`config.mk`:
```
export PLATFORM = sky130hd
export DESIGN_NAME = rail_fence_reorder
export DESIGN_NICKNAME = d
export VERILOG_FILES = /design/src/sv/rfr_pkg.sv /design/src/sv/rfr_store.sv /design/src/sv/rail_fence_reorder.sv
export SDC_FILE = /design/constraint.sdc
export NUM_CORES = 1
export LEC_CHECK = 0
export ABC_CLOCK_PERIOD_IN_PS = 5100
export BUFFER_PORTS_ARGS = -buffer_cell sky130_fd_sc_hd__buf_2
export CAP_MARGIN = 40
export CORE_MARGIN = 2
export CORE_UTILIZATION = 50
export DETAILED_ROUTE_END_ITERATION = 12
export GPL_ROUTABILITY_DRIVEN = 0
export GPL_TIMING_DRIVEN = 0
export PLACE_DENSITY = 0.73
export SYNTH_ARGS = -nofsm -noshare
export SYNTH_HDL_FRONTEND = slang
export SYNTH_SLANG_ARGS = --single-unit
```
`constraint.sdc`:
```
create_clock -name clk -period 5.1 [get_ports clk]
set_input_delay 0.255 -clock clk [delete_from_list [all_inputs] [get_ports clk]]
set_output_delay 0.255 -clock clk [all_outputs]
set_load 0.03 [all_outputs]
```
`src/sv/rfr_pkg.sv`:
```
// Shared types and constants for the rail-fence reorder block.
package rfr_pkg;

    localparam int BYTE_W   = 8;
    localparam int RAILS_W  = 7;
    localparam int PERIOD_W = 8;

    typedef enum logic [1:0] {
        ST_IDLE = 2'b01,
        ST_EMIT = 2'b10
    } rfr_state_t;

endpackage

```
`src/sv/rfr_store.sv`:
```
// Message byte store: one write port, one registered read port.
module rfr_store #(
    parameter int DEPTH = 64,
    parameter int AW    = 6
) (
    input  logic                      clk,
    input  logic                      wr_en,
    input  logic [AW-1:0]             wr_addr,
    input  logic [rfr_pkg::BYTE_W-1:0] wr_data,
    input  logic                      rd_en,
    input  logic [AW-1:0]             rd_addr,
    output logic [rfr_pkg::BYTE_W-1:0] rd_data
);
    import rfr_pkg::*;

    logic [BYTE_W-1:0] mem [DEPTH];
    logic [BYTE_W-1:0] rd_data_reg;

    always_ff @(posedge clk)
    begin
        if (wr_en)
        begin
            mem[wr_addr] <= wr_data;
        end
    end

    always_ff @(posedge clk)
    begin
        if (rd_en)
        begin
            rd_data_reg <= mem[rd_addr];
        end
    end

    assign rd_data = rd_data_reg;

endmodule

```
`src/sv/rail_fence_reorder.sv`:
```
// Rail-fence (zigzag) byte reorder: top level with load and emit sequencer.
//
// Usage: a message is loaded one byte per request on in_byte/in_last, taken
// at a clock edge where start is high and busy is low; loading runs at one
// byte per cycle. Bytes beyond MAX_LEN are dropped and the message flagged
// as truncated. The request carrying in_last raises busy and starts emission:
// the stored bytes leave in rail-fence order for num_rails rails on
// out_byte/out_last/truncated, one result per cycle except while the address
// walker changes rail, each marked by valid for a single cycle. The first
// result follows the state register entering emission and then the store's
// read register and valid being loaded. The walker issues no read while it
// changes rail or ends the pass; the final result is shown in the last cycle
// of busy. num_rails is to be written through num_rails_we only while idle:
// the user must keep to this, as the block does not enforce it. Zero acts as
// one rail. The receiver cannot stall: results must be taken as shown. Reset
// clears the byte count and truncation flag and sets num_rails to one.
module rail_fence_reorder #(
    parameter int MAX_LEN = 64
) (
    input  logic                        clk,
    input  logic                        rst_n,
    input  logic                        start,
    output logic                        busy,
    input  logic [rfr_pkg::BYTE_W-1:0]  in_byte,
    input  logic                        in_last,
    input  logic                        num_rails_we,
    input  logic [rfr_pkg::RAILS_W-1:0] num_rails,
    output logic                        valid,
    output logic [rfr_pkg::BYTE_W-1:0]  out_byte,
    output logic                        out_last,
    output logic                        truncated
);
    import rfr_pkg::*;

    localparam int AW = (MAX_LEN > 1) ? $clog2(MAX_LEN) : 1;
    localparam int CW = $clog2(MAX_LEN + 1);
    localparam int PW = $clog2(MAX_LEN + 253);

    rfr_state_t           state_reg, state_next;
    logic [RAILS_W-1:0]   rails_reg;
    logic [CW-1:0]        fill_reg, fill_next;
    logic                 ovf_reg, ovf_next;
    logic [RAILS_W-1:0]   rail_reg, rail_next;
    logic [PW-1:0]        pos_reg, pos_next;
    logic                 phase_reg, phase_next;
    logic [CW-1:0]        cnt_reg, cnt_next;
    logic                 valid_reg;
    logic                 last_reg;
    logic                 trunc_reg;

    logic                 accept;
    logic                 room;
    logic                 issue;
    logic [RAILS_W-1:0]   rails_eff;
    logic [PERIOD_W-1:0]  period;
    logic [PERIOD_W-1:0]  two_r;
    logic [PERIOD_W-1:0]  step;
    logic                 end_rail;
    logic [PERIOD_W-1:0]  rail_inc;
    logic                 rails_done;

    assign accept = start && (state_reg == ST_IDLE);
    assign room   = (fill_reg < CW'(MAX_LEN));
    assign busy   = (state_reg != ST_IDLE);

    assign rails_eff = (rails_reg == '0) ? RAILS_W'(1) : rails_reg;
    assign period    = {rails_eff, 1'b0} - PERIOD_W'(2);
    assign two_r     = {rail_reg, 1'b0};
    assign end_rail  = (rail_reg == '0) || (rail_reg == rails_eff - RAILS_W'(1));

    always_comb
    begin
        if (rails_eff == RAILS_W'(1))
        begin
            step = PERIOD_W'(1);
        end
        else if (end_rail)
        begin
            step = period;
        end
        else if (phase_reg)
        begin
            step = two_r;
        end
        else
        begin
            step = period - two_r;
        end
    end

    assign issue      = (state_reg == ST_EMIT) && (pos_reg < PW'(fill_reg));
    assign rail_inc   = PERIOD_W'(rail_reg) + PERIOD_W'(1);
    assign rails_done = (rail_inc >= PERIOD_W'(rails_eff)) ||
                        (rail_inc >= PERIOD_W'(fill_reg));

    always_comb
    begin
        state_next = state_reg;
        fill_next  = fill_reg;
        ovf_next   = ovf_reg;
        rail_next  = rail_reg;
        pos_next   = pos_reg;
        phase_next = phase_reg;
        cnt_next   = cnt_reg;
        case (state_reg)
            ST_IDLE:
            begin
                if (accept)
                begin
                    if (room)
                    begin
                        fill_next = fill_reg + CW'(1);
                    end
                    else
                    begin
                        ovf_next = 1'b1;
                    end
                    if (in_last)
                    begin
                        state_next = ST_EMIT;
                        rail_next  = '0;
                        pos_next   = '0;
                        phase_next = 1'b0;
                        cnt_next   = '0;
                    end
                end
            end
            ST_EMIT:
            begin
                if (issue)
                begin
                    pos_next   = pos_reg + PW'(step);
                    phase_next = !phase_reg;
                    cnt_next   = cnt_reg + CW'(1);
                end
                else if (rails_done)
                begin
                    state_next = ST_IDLE;
                    fill_next  = '0;
                    ovf_next   = 1'b0;
                end
                else
                begin
                    rail_next  = rail_inc[RAILS_W-1:0];
                    pos_next   = PW'(rail_inc);
                    phase_next = 1'b0;
                end
            end
            default:
            begin
                state_next = ST_IDLE;
            end
        endcase
    end

    always_ff @(posedge clk or negedge rst_n)
    begin
        if (!rst_n)
        begin
            state_reg <= ST_IDLE;
            rails_reg <= RAILS_W'(1);
            fill_reg  <= '0;
            ovf_reg   <= 1'b0;
            rail_reg  <= '0;
            pos_reg   <= '0;
            phase_reg <= 1'b0;
            cnt_reg   <= '0;
            valid_reg <= 1'b0;
        end
        else
        begin
            state_reg <= state_next;
            fill_reg  <= fill_next;
            ovf_reg   <= ovf_next;
            rail_reg  <= rail_next;
            pos_reg   <= pos_next;
            phase_reg <= phase_next;
            cnt_reg   <= cnt_next;
            valid_reg <= issue;
            if (num_rails_we)
            begin
                rails_reg <= num_rails;
            end
        end
    end

    always_ff @(posedge clk)
    begin
        if (issue)
        begin
            last_reg  <= (cnt_reg == fill_reg - CW'(1));
            trunc_reg <= ovf_reg;
        end
    end

    rfr_store #(
        .DEPTH (MAX_LEN),
        .AW    (AW)
    ) u_store (
        .clk     (clk),
        .wr_en   (accept && room),
        .wr_addr (fill_reg[AW-1:0]),
        .wr_data (in_byte),
        .rd_en   (issue),
        .rd_addr (pos_reg[AW-1:0]),
        .rd_data (out_byte)
    );

    assign valid     = valid_reg;
    assign out_last  = valid_reg && last_reg;
    assign truncated = trunc_reg;

endmodule

```
# == After elaboration in Yosys (flattened, before gate mapping) ==
# Memories as Yosys holds them, arrays and structs flattened. A register that Yosys moved wholly into a read port is not among the register bits.
# Index checks and enable logic that the tools add are counted.
# classes
add_sub_neg,8
magnitude_cmp,4
n_eq_ne,15
n_mux,38
reduce_logical,16
# ops
operator,n
7-bit two-way mux,10
7-bit case mux with 2 select lines,3
9-bit two-way mux,4
8-bit two-way mux,3
9-bit case mux with 2 select lines,1
8-bit by 7-bit >= comparator with 1-bit output,2
"2-bit inequality test, second input constant",8
5-bit AND reduction,3
"7-bit by 1-bit adder with 7-bit output, second input constant",2
7-bit == test,2
7-bit logical NOT,2
"7-bit by 1-bit subtractor with 7-bit output, second input constant",2
4-bit AND reduction,3
1-bit two-way mux,10
9-bit by 8-bit adder with 9-bit output,1
9-bit by 7-bit less-than comparator with 1-bit output,1
"7-bit by 1-bit adder with 8-bit output, second input constant",1
2-bit two-way mux,4
"8-bit by 2-bit subtractor with 8-bit output, second input constant",1
8-bit subtractor,1
"7-bit by 1-bit == test with 1-bit output, second input constant",1
"7-bit less-than comparator, second input constant",1
1-bit logical AND,4
1-bit case mux with 2 select lines,2
8 further kinds,9
# totals
reg_bits,44
ram_bits,512
inputBits,20
output_inout_bits,12
n_memories,1
# mem_list
name,words,width,read_ports,rd_clocked_by_memory_dff,write_ports,line,rtl
u_store.mem,64,8,1,1,1,rfr_store.sv:16,logic [BYTE_W-1:0] mem [DEPTH];

# == Depth between registers and ports, before layout ==
# Gate-level depths: netlist of the first run.
# logic_depth
ltp_word,10
ltp_mapped,22
ltp_nobuf,21

# == Hierarchy ==
# Synthesis of the first run repeated with hierarchy kept, for this count alone.
# unflattened
cells_unflattened,1334
hier_area_um2,23816.6
# by_module_without_submodules
module,n_inst,cells_per_inst,area_each_um2
rfr_store,1,940,20246.9
rail_fence_reorder,1,394,3569.7

# == Worst setup path before layout of the first run ==
# No wires, ideal clock.
# synth_path
path_type,register to register
start,register rails_reg[2]
end,register pos_reg[7]
setup_time_ns,0.121
arrival_ns,4.587
required_time_ns,4.979
path_slack_ns,0.392
path_stages_with_launch,22
period_less_slack_ns,4.708
path_cell_list,dfrtp_1 > or4_1 > nor2_1 > a21oi_1 > ha_1 > inv_1 > nor3_1 > xnor2_1 > ha_1 > nand2_1 > or4_1 > a22oi_1 > buf_4 > mux2i_1 > nor2_1 > ha_1 > a21o_1 > a21oi_1 > o21ai_0 > o41ai_1 > xnor2_1 > a22o_1
# synth_between
elab_chain_cells,10
word_cells_on_any_way,18
cone_classes,add/sub (4); order compare (1); eq/ne (3); mux (6); reduce/logical (4)
# synth_lines
item,line,rtl
from (decl),rail_fence_reorder.sv:40,logic [RAILS_W-1:0] rails_reg;
from (signal assigned),rail_fence_reorder.sv:182,rails_reg <= num_rails;
7-bit logical NOT,rail_fence_reorder.sv:66,assign rails_eff = (rails_reg == '0) ? RAILS_W'(1) : rails_reg;
7-bit two-way mux *,rail_fence_reorder.sv:66,
8-bit by 2-bit subtractor with 8-bit output / 7-bit by 1-bit subtractor with 7-bit output (equally long branches),"rail_fence_reorder.sv:67, rail_fence_reorder.sv:69",
8-bit subtractor / 7-bit == test (equally long branches),"rail_fence_reorder.sv:87, rail_fence_reorder.sv:69",
8-bit two-way mux / 1-bit logical OR (equally long branches),"rail_fence_reorder.sv:81, rail_fence_reorder.sv:69",
8-bit two-way mux,rail_fence_reorder.sv:77,else if (end_rail)
8-bit two-way mux,rail_fence_reorder.sv:73,if (rails_eff == RAILS_W'(1))
9-bit by 8-bit adder with 9-bit output,rail_fence_reorder.sv:132,pos_next = pos_reg + PW'(step);
9-bit two-way mux,rail_fence_reorder.sv:130,if (issue)
9-bit case mux with 2 select lines,rail_fence_reorder.sv:105,case (state_reg)
to (signal assigned),rail_fence_reorder.sv:176,pos_reg <= pos_next;
to (decl),rail_fence_reorder.sv:44,"logic [PW-1:0] pos_reg, pos_next;"
# Mark *: on every way between the ends. The rest lies on a longest branch, timed or not.
# A chain may end at the register's enable or synchronous reset.

# == Final worst setup path of the first run ==
# layout_path
start,register rails_reg[2]
end,register pos_reg[4]
# Same word-level chain as after synthesis.

==> results by group, run 1 <==
Logic synthesis
  – Mean area per synthesized cell: 18.9 um2
  – Share of the yosys chip area belonging to registers: 71.2%
  – Share of synthesized flip-flops with an asynchronous set or reset: 7.45%
  – Net Count, Synth: 1303
  – Flip-flop cell with the highest count after synthesis: edfxtp_1
  – Count of flip-flops with a built-in enable after synthesis: 522
  – Total standard cell area after synthesis: 23500 um2
  – Number of instances in the synthesized netlist: 1241
  – Flop and latch count out of synthesis: 564
  – Unique cell type count in the Yosys netlist: 60
  – Count of yosys warnings during synthesis: 0

Clock network
  – TritonCTS clock tree: built
  – Later-pin clock latency in the skew report: 620 ps
  – CTS Root Cell: clkbuf_16
  – Clock buffers created by TritonCTS: 54
  – H-Tree Level Count: 2
  – Clock sink count: 564
  – Clock Pin Slew Worst Setup and Hold Paths: 60 ps
  – CTS Buffer Depth: 3

Finish
  – Filler Cell Count: 3400
  – Layout overhead on the synthesized area: 13.2%
  – Multi-input combinational cell area: 6440 um2
  – Largest register FFs: 512
  – Fraction of final layout cells sized beyond drive strength 1: 23.3%
  – Leading cell type in the layout, fill and taps excluded: edfxtp_1
  – Nets: 1423
  – Area taken by flip-flops and latches: 16700 um2
  – Utilization of the core after routing: 57.2%
  – N_diodes: 0
  – Top library cells by usage in the layout, fill and taps aside: edfxtp_1 (522), mux4_2 (160), nor2_1 (98)

Timing
  – Number of hold-slack violations in the final timing report: 0
  – Slew at the pin with the worst max-slew slack: 921 ps
  – Skew final: 32.7 ps
  – Setup Total Neg Slack: 0 ps
  – Final Critical Period: 4940 ps
  – Max-slew headroom: 38.6%
  – Period utilisation layout: 96.9%
  – Final Max Tran Viols: 0
  – Minimum hold slack: 46.0 ps
  – Highest clock frequency the design can meet: 202 MHz
  – Setup violators final: 0

Power and ir drop
  – Cell-internal power: 0.00845 W
  – Total power density per cell area: 451 nW/um2
  – Sw power: 0.00354 W
  – Net switching share of the total power: 29.5%
  – Sequential power share: 44.6%
  – Portion of total power attributed to the clock network: 31.9%
  – Leakage: 8.61 nW
  – Power share of the combinational group: 23.6%
  – Worst IR Drop VDD: 0.277 mV

GRT
  – Pin count of the biggest net entering global routing: 65
  – Global-route wire length before repair: 77.6 mm
  – Number of global-route vias before repair: 12300
  – GR Util All Layers: 22.1%
  – Antenna violations before repair: 0
  – GRT overflow: 0

Die
  – Die Outline Area: 48700 um2
  – Starting utilization of the core area: 50.5%
  – # rows: 79
  – Number of top-level pins: 32
  – Area of the core: 46500 um2
  – Die width: 221 um
  – Height of the chip: 221 um

Critical path
  – Startpoint of the most critical register-to-register path: rails_reg[2]
  – Register-to-Register Setup Slack: 160 ps
  – Required time reported for the critical path endpoint: 5580 ps
  – Type of destination of the critical path: register
  – Critical path fanouts, max: 5
  – Type of element launching the critical path: register
  – FF-to-FF End: pos_reg[4]
  – Arrival @ worst endpoint: 5430 ps
  – Number of cell instances on the worst register-to-register path: 21
  – Path type of the worst setup path: register to register

Flow run
  – Reported max-cap violation count: 0

Drt
  – Antenna viol nets, final: 0
  – Routed wirelength normalized by instance count: 25.9 um
  – Overall routed net length: 52.1 mm
  – Remaining design rule violation count: 0
  – Vias: 12200
  – Initial DRC count: 1523
  – Detailed-route vias per instance: 6.07
  – Number of detailed-routing iterations run before antenna repair: 5

Place
  – Number of buffers added on ports: 31
  – Estimated wirelength of the detail-placed design: 35.1 mm

Status
  – Status: complete, no violations

Worst hold path
  – HP Class: input pin to asynchronous set/reset pin
cell usage after synthesis, types with 3 or more instances:
master	n	share of area [%]
edfxtp_1	522	67
mux4_2	160	15
nor2_1	99	1.6
nand2_1	49	0.78
dfrtp_1	40	4.3
ha_1	40	2.1
inv_1	33	0.53
clkbuf_1	29	0.46
o21ai_0	27	0.58
xnor2_1	22	0.82
a22oi_1	18	0.58
nand3_1	18	0.38
nor3_1	15	0.32
a21oi_1	14	0.30
buf_2	14	0.30
xor2_1	10	0.37
a211oi_1	8	0.26
o21a_1	8	0.26
buf_1	7	0.11
nor2b_1	7	0.19
o211ai_1	7	0.22
and2_1	6	0.16
a21o_1	5	0.16
buf_4	5	0.16
mux2_2	5	0.24
mux2i_1	5	0.21
nand2b_1	5	0.13
nand4_1	5	0.13
a31oi_1	4	0.11
or4_1	4	0.13
a211o_1	3	0.11
a221o_1	3	0.13
and3_1	3	0.080
nor4_1	3	0.080
o31a_1	3	0.11
or2_2	3	0.080
power by group through the flow:
stage / Clock (W) / Combinational, W / Sequential [W]
CTS: 0.00386 / 0.00275 / 0.00534
finish: 0.00382 / 0.00282 / 0.00534
global placement: 0 / 0.00259 / 0.00543
global route: 0.00404 / 0.00301 / 0.00535
floorplan: 0 / 0.00175 / 0.00541
detailed placement: 0 / 0.00268 / 0.00543
layer usage:
| metal | vias up | part of all wire, % | GRT usage (%) |
|---|---|---|---|
| met5 | - | 0 | 0 |
| met4 | 0 | 3.9 | 8.71 |
| met3 | 119 | 9.1 | 5.80 |
| met2 | 531 | 47 | 34.9 |
| met1 | 6270 | 40 | 29.7 |
| li1 | 5285 | - | - |
cell families (layout without fill, tap and decap cells):
| logic type | after synthesis | after routing | share of synthesized area (%) |
|---|---|---|---|
| flip-flops | 564 | 564 | 71.2 |
| adder cells (fa/ha/maj) | 42 | 42 | 2.30 |
| buffers and inverters | 89 | 251 | 1.58 |
| AND/OR/NAND/NOR | 222 | 222 | 4.29 |
| AO/OA/AOI/OAI | 122 | 122 | 3.59 |
| XOR/XNOR | 32 | 32 | 1.19 |
| multiplexers | 170 | 170 | 15.8 |
stage by stage:
step / area, um2 / total power [W] / std cells / worst slack (ps)
final: 26600 / 0.0120 / 2010 / 156
after global routing: 26600 / 0.0124 / 2010 / -43.9
after CTS: 26500 / 0.0120 / 2005 / 20.5
after detailed placement: 24600 / 0.00811 / 1892 / -245
after global placement: 24400 / 0.00801 / 1879 / -198
after floorplan: 23500 / 0.00716 / 1241 / 392
cell type report:
| class | instances | area share [%] |
|---|---|---|
| buffer | 55 | 0.914 |
| clock buffer | 69 | 5.30 |
| clock inverter | 29 | 1.03 |
| inverter | 34 | 0.480 |
| multi-input combinational | 588 | 24.2 |
| sequential | 564 | 63.0 |
| tap | 607 | 2.86 |
| timing repair buffer | 64 | 2.23 |
critical path, stage by stage (launching register included):
cell and delay (ps):
dfrtp_2 450, or4_4 580, nor2_4 130, a21oi_2 100
ha_2 230, inv_1 80, nor3_1 70, xnor2_1 190
ha_1 330, nand2_1 60, or4_1 530, a22oi_2 150
buf_4 170, buf_12 110, mux2i_4 220, nor2_1 70
ha_1 380, a21o_1 210, a211o_1 290, a21oi_1 140
nor3_1 60, mux2_2 260
worst max path at each step:
| stage | to | cells past startpoint | from | slack (ps) |
|---|---|---|---|---|
| after floorplan | pos_reg[7] | 21 | rails_reg[2] | 390 |
| after global placement | pos_reg[7] | 21 | rails_reg[2] | -200 |
| after detailed placement | pos_reg[7] | 21 | rails_reg[2] | -240 |
| after CTS | pos_reg[4] | 18 | rails_reg[2] | 20 |
| after global routing | pos_reg[4] | 21 | rails_reg[2] | -40 |
| final | pos_reg[4] | 21 | rails_reg[2] | 160 |
repair_timing:
action / CTS / global route
hold buffers: 12 / 0
buffers inserted: 3 / 4
gates resized for setup: 5 / 9
pin swaps: 1 / 2
endpoints found under the setup margin: 5 / 6
hold endpoints to repair: 54 / 0
Note: power is estimated with default switching activity, not from simulation.
==> inputs of run 2 (changes only) <==
--- a/config.mk
+++ b/config.mk
@@ -13,7 +13,9 @@
 export DETAILED_ROUTE_END_ITERATION = 12
 export GPL_ROUTABILITY_DRIVEN = 0
 export GPL_TIMING_DRIVEN = 0
+export MAX_ROUTING_LAYER = met4
 export PLACE_DENSITY = 0.73
+export REMOVE_ABC_BUFFERS = 1
 export SYNTH_ARGS = -nofsm -noshare
 export SYNTH_HDL_FRONTEND = slang
 export SYNTH_SLANG_ARGS = --single-unit
==> run 2 against run 1 <==
- non-clock buffer count shrank 45
- clock skew rose by 11 ps
- utilization rose by 0.34 points
- first-iteration DRC count down 0.85%
- global-route usage up 0.20 points
- count of clock-buffer cells in the layout is the same
- power rose by 1.8%
- register-to-register slack about the same
- flip-flop and latch count stayed put
- worst hold slack better by 2.1 ps
- critical path type unchanged
- largest power group unchanged
==> results by group, run 2 (synthesized netlist as in run 1, its figures left out) <==
GRT
  – GR Util All Layers: 22.3%
  – Pin count of the biggest net entering global routing: 55
  – GRT overflow: 0
  – Number of global-route vias before repair: 12100
  – Antenna violations before repair: 0
  – Global-route wire length before repair: 76.9 mm

Drt
  – Number of detailed-routing iterations run before antenna repair: 5
  – Vias: 12100
  – Antenna viol nets, final: 0
  – Detailed-route vias per instance: 6.15
  – Routed wirelength normalized by instance count: 25.8 um
  – Initial DRC count: 1510
  – Overall routed net length: 50.8 mm
  – Remaining design rule violation count: 0

Clock network
  – TritonCTS clock tree: built
  – Later-pin clock latency in the skew report: 630 ps
  – Clock Pin Slew Worst Setup and Hold Paths: 60 ps
  – Clock sink count: 564
  – CTS Buffer Depth: 3
  – H-Tree Level Count: 2
  – Clock buffers created by TritonCTS: 56
  – CTS Root Cell: clkbuf_16

Timing
  – Final Max Tran Viols: 0
  – Minimum hold slack: 48.1 ps
  – Period utilisation layout: 96.8%
  – Setup violators final: 0
  – Skew final: 44.1 ps
  – Slew at the pin with the worst max-slew slack: 871 ps
  – Max-slew headroom: 41.7%
  – Number of hold-slack violations in the final timing report: 0
  – Highest clock frequency the design can meet: 203 MHz
  – Final Critical Period: 4940 ps
  – Setup Total Neg Slack: 0 ps

Finish
  – Filler Cell Count: 3407
  – Leading cell type in the layout, fill and taps excluded: edfxtp_1
  – Fraction of final layout cells sized beyond drive strength 1: 24.2%
  – Layout overhead on the synthesized area: 13.9%
  – Largest register FFs: 512
  – Utilization of the core after routing: 57.5%
  – Fin area: 26700 um2
  – N_diodes: 0
  – Area taken by flip-flops and latches: 16700 um2
  – Nets: 1380
  – Top library cells by usage in the layout, fill and taps aside: edfxtp_1 (522), mux4_2 (160), nor2_1 (97)
  – Multi-input combinational cell area: 6430 um2
  – Final instance count without filler cells: 1971

Critical path
  – Master of the slowest instance on the critical path: or4_4
  – Crit path buf inv count: 2
  – Path length in cells of the critical path: 20
  – Largest incremental delay on the critical path: 570 ps
  – Required time reported for the critical path endpoint: 5590 ps
  – Number of cell instances on the worst register-to-register path: 20
  – Type of destination of the critical path: register
  – Dominant delay contributor by cell family on the critical path: simple AND/OR/NAND/NOR gates
  – Path type of the worst setup path: register to register
  – Type of element launching the critical path: register
  – Critical path fanouts, max: 6
  – Critical path cell sequence: or4_4, nor2_2, a21oi_1, ha_2, inv_1, nor3_1, xnor2_1, ha_1, nand2_1, or4_1, a22oi_2, buf_4, mux2i_1, nor2_1, ha_2, a21o_1, a211o_1, a21oi_1, nor3_1, mux2_2
  – Arrival @ worst endpoint: 5430 ps

Power and ir drop
  – Worst IR Drop VDD: 0.400 mV
  – Net switching share of the total power: 28.2%
  – Total power density per cell area: 457 nW/um2
  – Leakage: 8.64 nW
  – Portion of total power attributed to the clock network: 34.7%
  – Cell-internal power: 0.00877 W
  – Sw power: 0.00344 W
  – Power share of the combinational group: 20.5%
  – Sequential power share: 44.8%

Die
  – Die width: 221 um
  – Height of the chip: 221 um
  – Starting utilization of the core area: 50.5%
  – Area of the core: 46500 um2
  – # rows: 79
  – Die Outline Area: 48700 um2
  – Number of top-level pins: 32

Worst hold path
  – HP Class: input pin to register
  – Hold Crit Depth: 3

Place
  – Number of buffers added on ports: 31
  – Post-Place Cell Area: 24600 um2
  – Estimated wirelength of the detail-placed design: 31.6 mm
  – Placed cell count: 1845

Flow run
  – Reported max-cap violation count: 0

Status
  – Status: complete, no violations
## run 2: cell types whose count changed in the layout (fill, tap and decap cells not counted), moves of 3 or more
| cell | before | now |
|---|---|---|
| clkbuf_16 | 54 | 57 |
| clkinvlp_4 | 3 | 6 |
| buf_4 | 11 | 7 |
| bufinv_16 | 3 | 8 |
| buf_1 | 7 | 0 |
| clkbuf_1 | 44 | 12 |
| dfrtp_1 | 39 | 35 |
| dlygate4sd3_1 | 12 | 18 |
| buf_2 | 45 | 31 |
| buf_16 | 1 | 5 |
## run 2: final cells by class
cell class	instances	share of cell area, %
Multi-Input combinational cell	588	24.0
Timing Repair Buffer	74	2.87
Clock buffer	69	5.50
Tap cell	607	2.84
Clock inverter	35	1.64
Sequential cell	564	62.6
Inverter	34	0.477
## run 2: metrics by stage
stage | setup slack, ps | total power (W)
3_5_place_dp | -659 | 0.00799
3_3_place_gp | -3910 | 0.00896
6_report | 162 | 0.0122
2_1_floorplan | -1500 | 0.00725
5_1_grt | -10.0 | 0.0127
4_1_cts | 47.4 | 0.0122
## run 2: worst min-delay path, stage by stage
cell and delay [ps]:
buf_2 90, and2_1 200, nor2_1 70
## run 2: path summary, 6_finish.rpt
check                        startpoint           end  slack (ps)
max                        rails_reg[2]    pos_reg[4]         160
min                             in_last    cnt_reg[2]          50
max reg2reg                rails_reg[2]    pos_reg[4]         160
min reg2reg                     ovf_reg     truncated         460
max in group asynchronous         rst_n  state_reg[0]        4370
min in group asynchronous         rst_n     phase_reg         150
## run 2: power groups by stage
stage	clock [W]	sequential [W]	combinational (W)
floorplan	0	0.00561	0.00163
global placement	0	0.00595	0.00301
detailed placement	0	0.00556	0.00243
CTS	0.00429	0.00547	0.00247
global route	0.00447	0.00549	0.00270
finish	0.00423	0.00547	0.00251
## run 2: timing repair
item,CTS,global route
hold buffers,18,0
setup buffers,1,3
endpoints found under the hold margin,48,0
pin swaps,1,3
setup endpoints to repair,7,6
gates resized for setup,3,14
## run 2: metal layers
metal  GRT usage (%)  vias up  share of wire (%)
met3            4.00       80                8.1
met1            32.0     6345                 42
met2            33.8      502                 48
li1                -     5199                  -
met5               -        -                  0
met4            5.31        0                2.1
==> inputs of run 3 (changes only) <==
--- a/config.mk
+++ b/config.mk
@@ -18,4 +18,5 @@
 export REMOVE_ABC_BUFFERS = 1
 export SYNTH_ARGS = -nofsm -noshare
 export SYNTH_HDL_FRONTEND = slang
+export SYNTH_HIERARCHICAL = 1
 export SYNTH_SLANG_ARGS = --single-unit
==> run 3 against run 2 <==
- largest cell class unchanged
- sequential power is essentially flat
- area after synthesis grew 1.4%
- first-iteration DRC count shrank 8.0%
- register-to-register slack gained 180 ps
- clock power grew 0.9%
- sequential share of layout area shrank 0.60 points
- die area grew 1.4%
- count of clock-buffer cells in the layout shrank 8
- power grew 0.13%
- synthesized cell count grew 7.5%
- worst hold slack gained 8.4 ps
==> results by group, run 3 <==
Timing
  – Setup repair after global routing missed its margin: false
  – Max-slew headroom: 35.3%
  – Worst-case setup margin in the final layout: 347 ps
  – Slew at the pin with the worst max-slew slack: 967 ps
  – Setup violators final: 0
  – Final Critical Period: 4750 ps
  – Number of hold-slack violations in the final timing report: 0
  – Setup Total Neg Slack: 0 ps
  – Highest clock frequency the design can meet: 210 MHz
  – Final Max Tran Viols: 0
  – Period utilisation layout: 93.2%
  – Skew final: 17.4 ps

Die
  – Area of the core: 46800 um2
  – Height of the chip: 222 um
  – Starting utilization of the core area: 50.9%
  – Number of top-level pins: 32
  – Die width: 222 um
  – Die Outline Area: 49400 um2
  – # rows: 79

Logic synthesis
  – Unique cell type count in the Yosys netlist: 76
  – Share of the yosys chip area belonging to registers: 70.2%
  – XOR/XNOR share of the synthesized area: 1.10%
  – Count of flip-flops with a built-in enable after synthesis: 522
  – Most area-hungry cell type in the Yosys netlist: edfxtp_1
  – Synthesized-area fraction occupied by ao, oa, aoi and oai cells: 4.65%
  – Multiplexer area fraction after synthesis: 14.2%
  – Area share of the leading cell type in the synthesized netlist: 65.8%
  – Mean area per synthesized cell: 17.9 um2
  – Count of yosys warnings during synthesis: 6
  – Flip-flop cell with the highest count after synthesis: edfxtp_1
  – Dominant combinational cell family by area after synthesis: multiplexers
  – Total standard cell area after synthesis: 23800 um2
  – Share of synthesized flip-flops with an asynchronous set or reset: 7.45%
  – Most frequent cells after synthesis: edfxtp_1 (522), mux4_2 (126), nor2_1 (117)
  – Post-Synth Adder-Cell Area: 2.27%
  – Most instantiated library cell after synthesis: edfxtp_1
  – Leading post-synthesis cells by cell area: edfxtp_1 (66%), mux4_2 (12%), dfrtp_1 (4.2%)
  – Share of synthesized cell area in and, or, nand and nor gates: 5.33%
  – Number of instances in the synthesized netlist: 1334
  – Flop and latch count out of synthesis: 564

Clock network
  – Clock Pin Slew Worst Setup and Hold Paths: 60 ps
  – Clock sink count: 564
  – Clock buffers created by TritonCTS: 54
  – CTS Root Cell: clkbuf_16
  – CTS Buffer Depth: 3
  – Later-pin clock latency in the skew report: 610 ps
  – TritonCTS clock tree: built
  – H-Tree Level Count: 2

Power and ir drop
  – Leakage: 8.63 nW
  – Total power density per cell area: 453 nW/um2
  – Worst IR Drop VDD: 0.339 mV

Worst hold path
  – HP Class: input pin to register
  – Hold Crit Depth: 1
  – Hold Startpoint: in_byte[5]
  – WHS Endpoint: u_store/mem[48][5]

GRT
  – Antenna violations before repair: 2
  – GR Util All Layers: 21.6%
  – Pin count of the biggest net entering global routing: 53
  – Global-route track usage on met3: 3.97%
  – Number of global-route vias before repair: 12700
  – GRT overflow: 0
  – Met2 routing resource usage after global routing: 33.7%
  – Gr busiest metal: met2
  – Global-route wire length before repair: 78.1 mm
  – Met1 GRT Util: 29.6%

Critical path
  – Path type of the worst setup path: register to register
  – Critical path cell sequence: or4_4, nor2_4, a21oi_2, ha_1, or3b_4, xnor2_1, ha_1, nand4_1, nor2_2, nand2_1, a22o_4, mux2i_2, nor2_2, fa_2, a211oi_2, nor2_1, o21a_1, o31ai_1, o32ai_1, mux2_2
  – Path length in cells of the critical path: 20
  – Required time reported for the critical path endpoint: 5580 ps
  – Arrival @ worst endpoint: 5240 ps
  – Register-to-Register Setup Slack: 350 ps
  – Startpoint of the most critical register-to-register path: rails_reg[2]
  – Number of cell instances on the worst register-to-register path: 20
  – FF-to-FF End: pos_reg[6]
  – Type of destination of the critical path: register
  – Largest incremental delay on the critical path: 580 ps
  – Crit path buf inv count: 0
  – Dominant delay contributor by cell family on the critical path: simple AND/OR/NAND/NOR gates
  – Critical path fanouts, max: 7
  – Type of element launching the critical path: register
  – Master of the slowest instance on the critical path: or4_4

Finish
  – Top library cells by usage in the layout, fill and taps aside: edfxtp_1 (522), mux4_2 (126), nor2_1 (114)
  – Layout overhead on the synthesized area: 13.3%
  – Leading cell type in the layout, fill and taps excluded: edfxtp_1
  – Multi-input combinational cell area: 6600 um2
  – Area taken by flip-flops and latches: 16700 um2
  – Filler Cell Count: 3350
  – Utilization of the core after routing: 57.7%
  – Largest register FFs: 512
  – Fraction of final layout cells sized beyond drive strength 1: 22.8%
  – Nets: 1471

Place
  – Number of buffers added on ports: 31
  – Estimated wirelength of the detail-placed design: 31.1 mm
  – Worst setup slack before clock tree synthesis: -28.7 ps

Drt
  – Initial DRC count: 1389
  – Number of detailed-routing iterations run before antenna repair: 5
  – Antenna viol nets, final: 0
  – Vias: 12600
  – Detailed-route vias per instance: 6.10
  – Overall routed net length: 50.5 mm
  – Routed wirelength normalized by instance count: 24.5 um
  – Remaining design rule violation count: 0

Status
  – Status: complete, no violations

Flow run
  – Reported max-cap violation count: 0
-- run 3: cell count changes after synthesis, sizes merged, moves of 8 or more --
cell | previous run | this run
a21oi | 15 | 27
a22oi | 18 | 4
mux2 | 5 | 23
mux2i | 5 | 29
nor2 | 99 | 117
nor2b | 7 | 19
o221ai | 0 | 9
nand2b | 5 | 13
buf | 26 | 40
mux4 | 160 | 126
-- run 3: what timing repair did --
item / 4_1_cts / 5_1_grt
hold buffers: 20 / 0
pin swaps: 0 / 5
endpoints found under the setup margin: 2 / 6
setup buffers: 0 / 6
hold endpoints to repair: 49 / 0
gates resized for setup: 1 / 9
-- run 3: cell type report --
| cell class | instances | area share, % |
|---|---|---|
| Sequential cell | 564 | 62.0 |
| Clock buffer | 61 | 5.18 |
| Inverter | 31 | 0.431 |
| Multi-Input combinational cell | 673 | 24.5 |
| Antenna cell | 2 | 0.0185 |
| Timing Repair Buffer | 85 | 3.16 |
| Tap cell | 607 | 2.81 |
| Clock inverter | 35 | 1.92 |
-- run 3: worst max-delay path by stage --
stage	from	to	slack (ps)
2_1_floorplan	pos_reg[0]	u_store/rd_data[4]	-1570
3_3_place_gp	pos_reg[0]	u_store/rd_data[3]	-4140
3_5_place_dp	rails_reg[2]	pos_reg[6]	-30
4_1_cts	rails_reg[2]	pos_reg[6]	5
5_1_grt	rails_reg[2]	pos_reg[5]	70
6_report	rails_reg[2]	pos_reg[6]	350
-- run 3: logic make-up after synthesis --
kind of cell,after synthesis
adders and majority gates,42
and+or+nand+nor,268
xor gates and xnor gates,30
buffers and inverters,97
DFF,564
AOI/OAI and AO/OA,155
muxes,178
-- run 3: report_power, final --
| group | switching [W] | internal, W |
|---|---|---|
| combinational | 0.00139 | 0.00108 |
| clock | 0.00172 | 0.00254 |
| sequential | 0.000291 | 0.00520 |
| total | 0.00340 | 0.00882 |
-- run 3: per-stage QoR --
stage | hold slack [ps] | std cells | cell area, um2 | total power (W)
after detailed placement | 97.0 | 1932 | 24800 | 0.00796
after CTS | 28.5 | 2048 | 26900 | 0.0122
after global placement | 437 | 1906 | 24300 | 0.00801
after global routing | 58.4 | 2058 | 27000 | 0.0127
after floorplan | -40.6 | 1268 | 23400 | 0.00720
final | 56.5 | 2058 | 27000 | 0.0122
-- run 3: per-layer routing --
layer | vias up | part of all wire (%) | wire length (um)
li1 | 5489 | - | -
met1 | 6425 | 41 | 20700
met2 | 558 | 49 | 24800
met3 | 82 | 7.8 | 3930
met4 | 0 | 2.0 | 1010
met5 | - | 0 | 0
-- run 3: worst reg2reg max path, cell delays in order, from the launching register on --
cell	delay (ps)
dfrtp_1	440
or4_4	580
nor2_4	140
a21oi_2	110
ha_1	220
or3b_4	250
xnor2_1	100
ha_1	320
nand4_1	120
nor2_2	200
nand2_1	100
a22o_4	300
mux2i_2	190
nor2_2	80
fa_2	400
a211oi_2	200
nor2_1	70
o21a_1	180
o31ai_1	220
o32ai_1	120
mux2_2	290
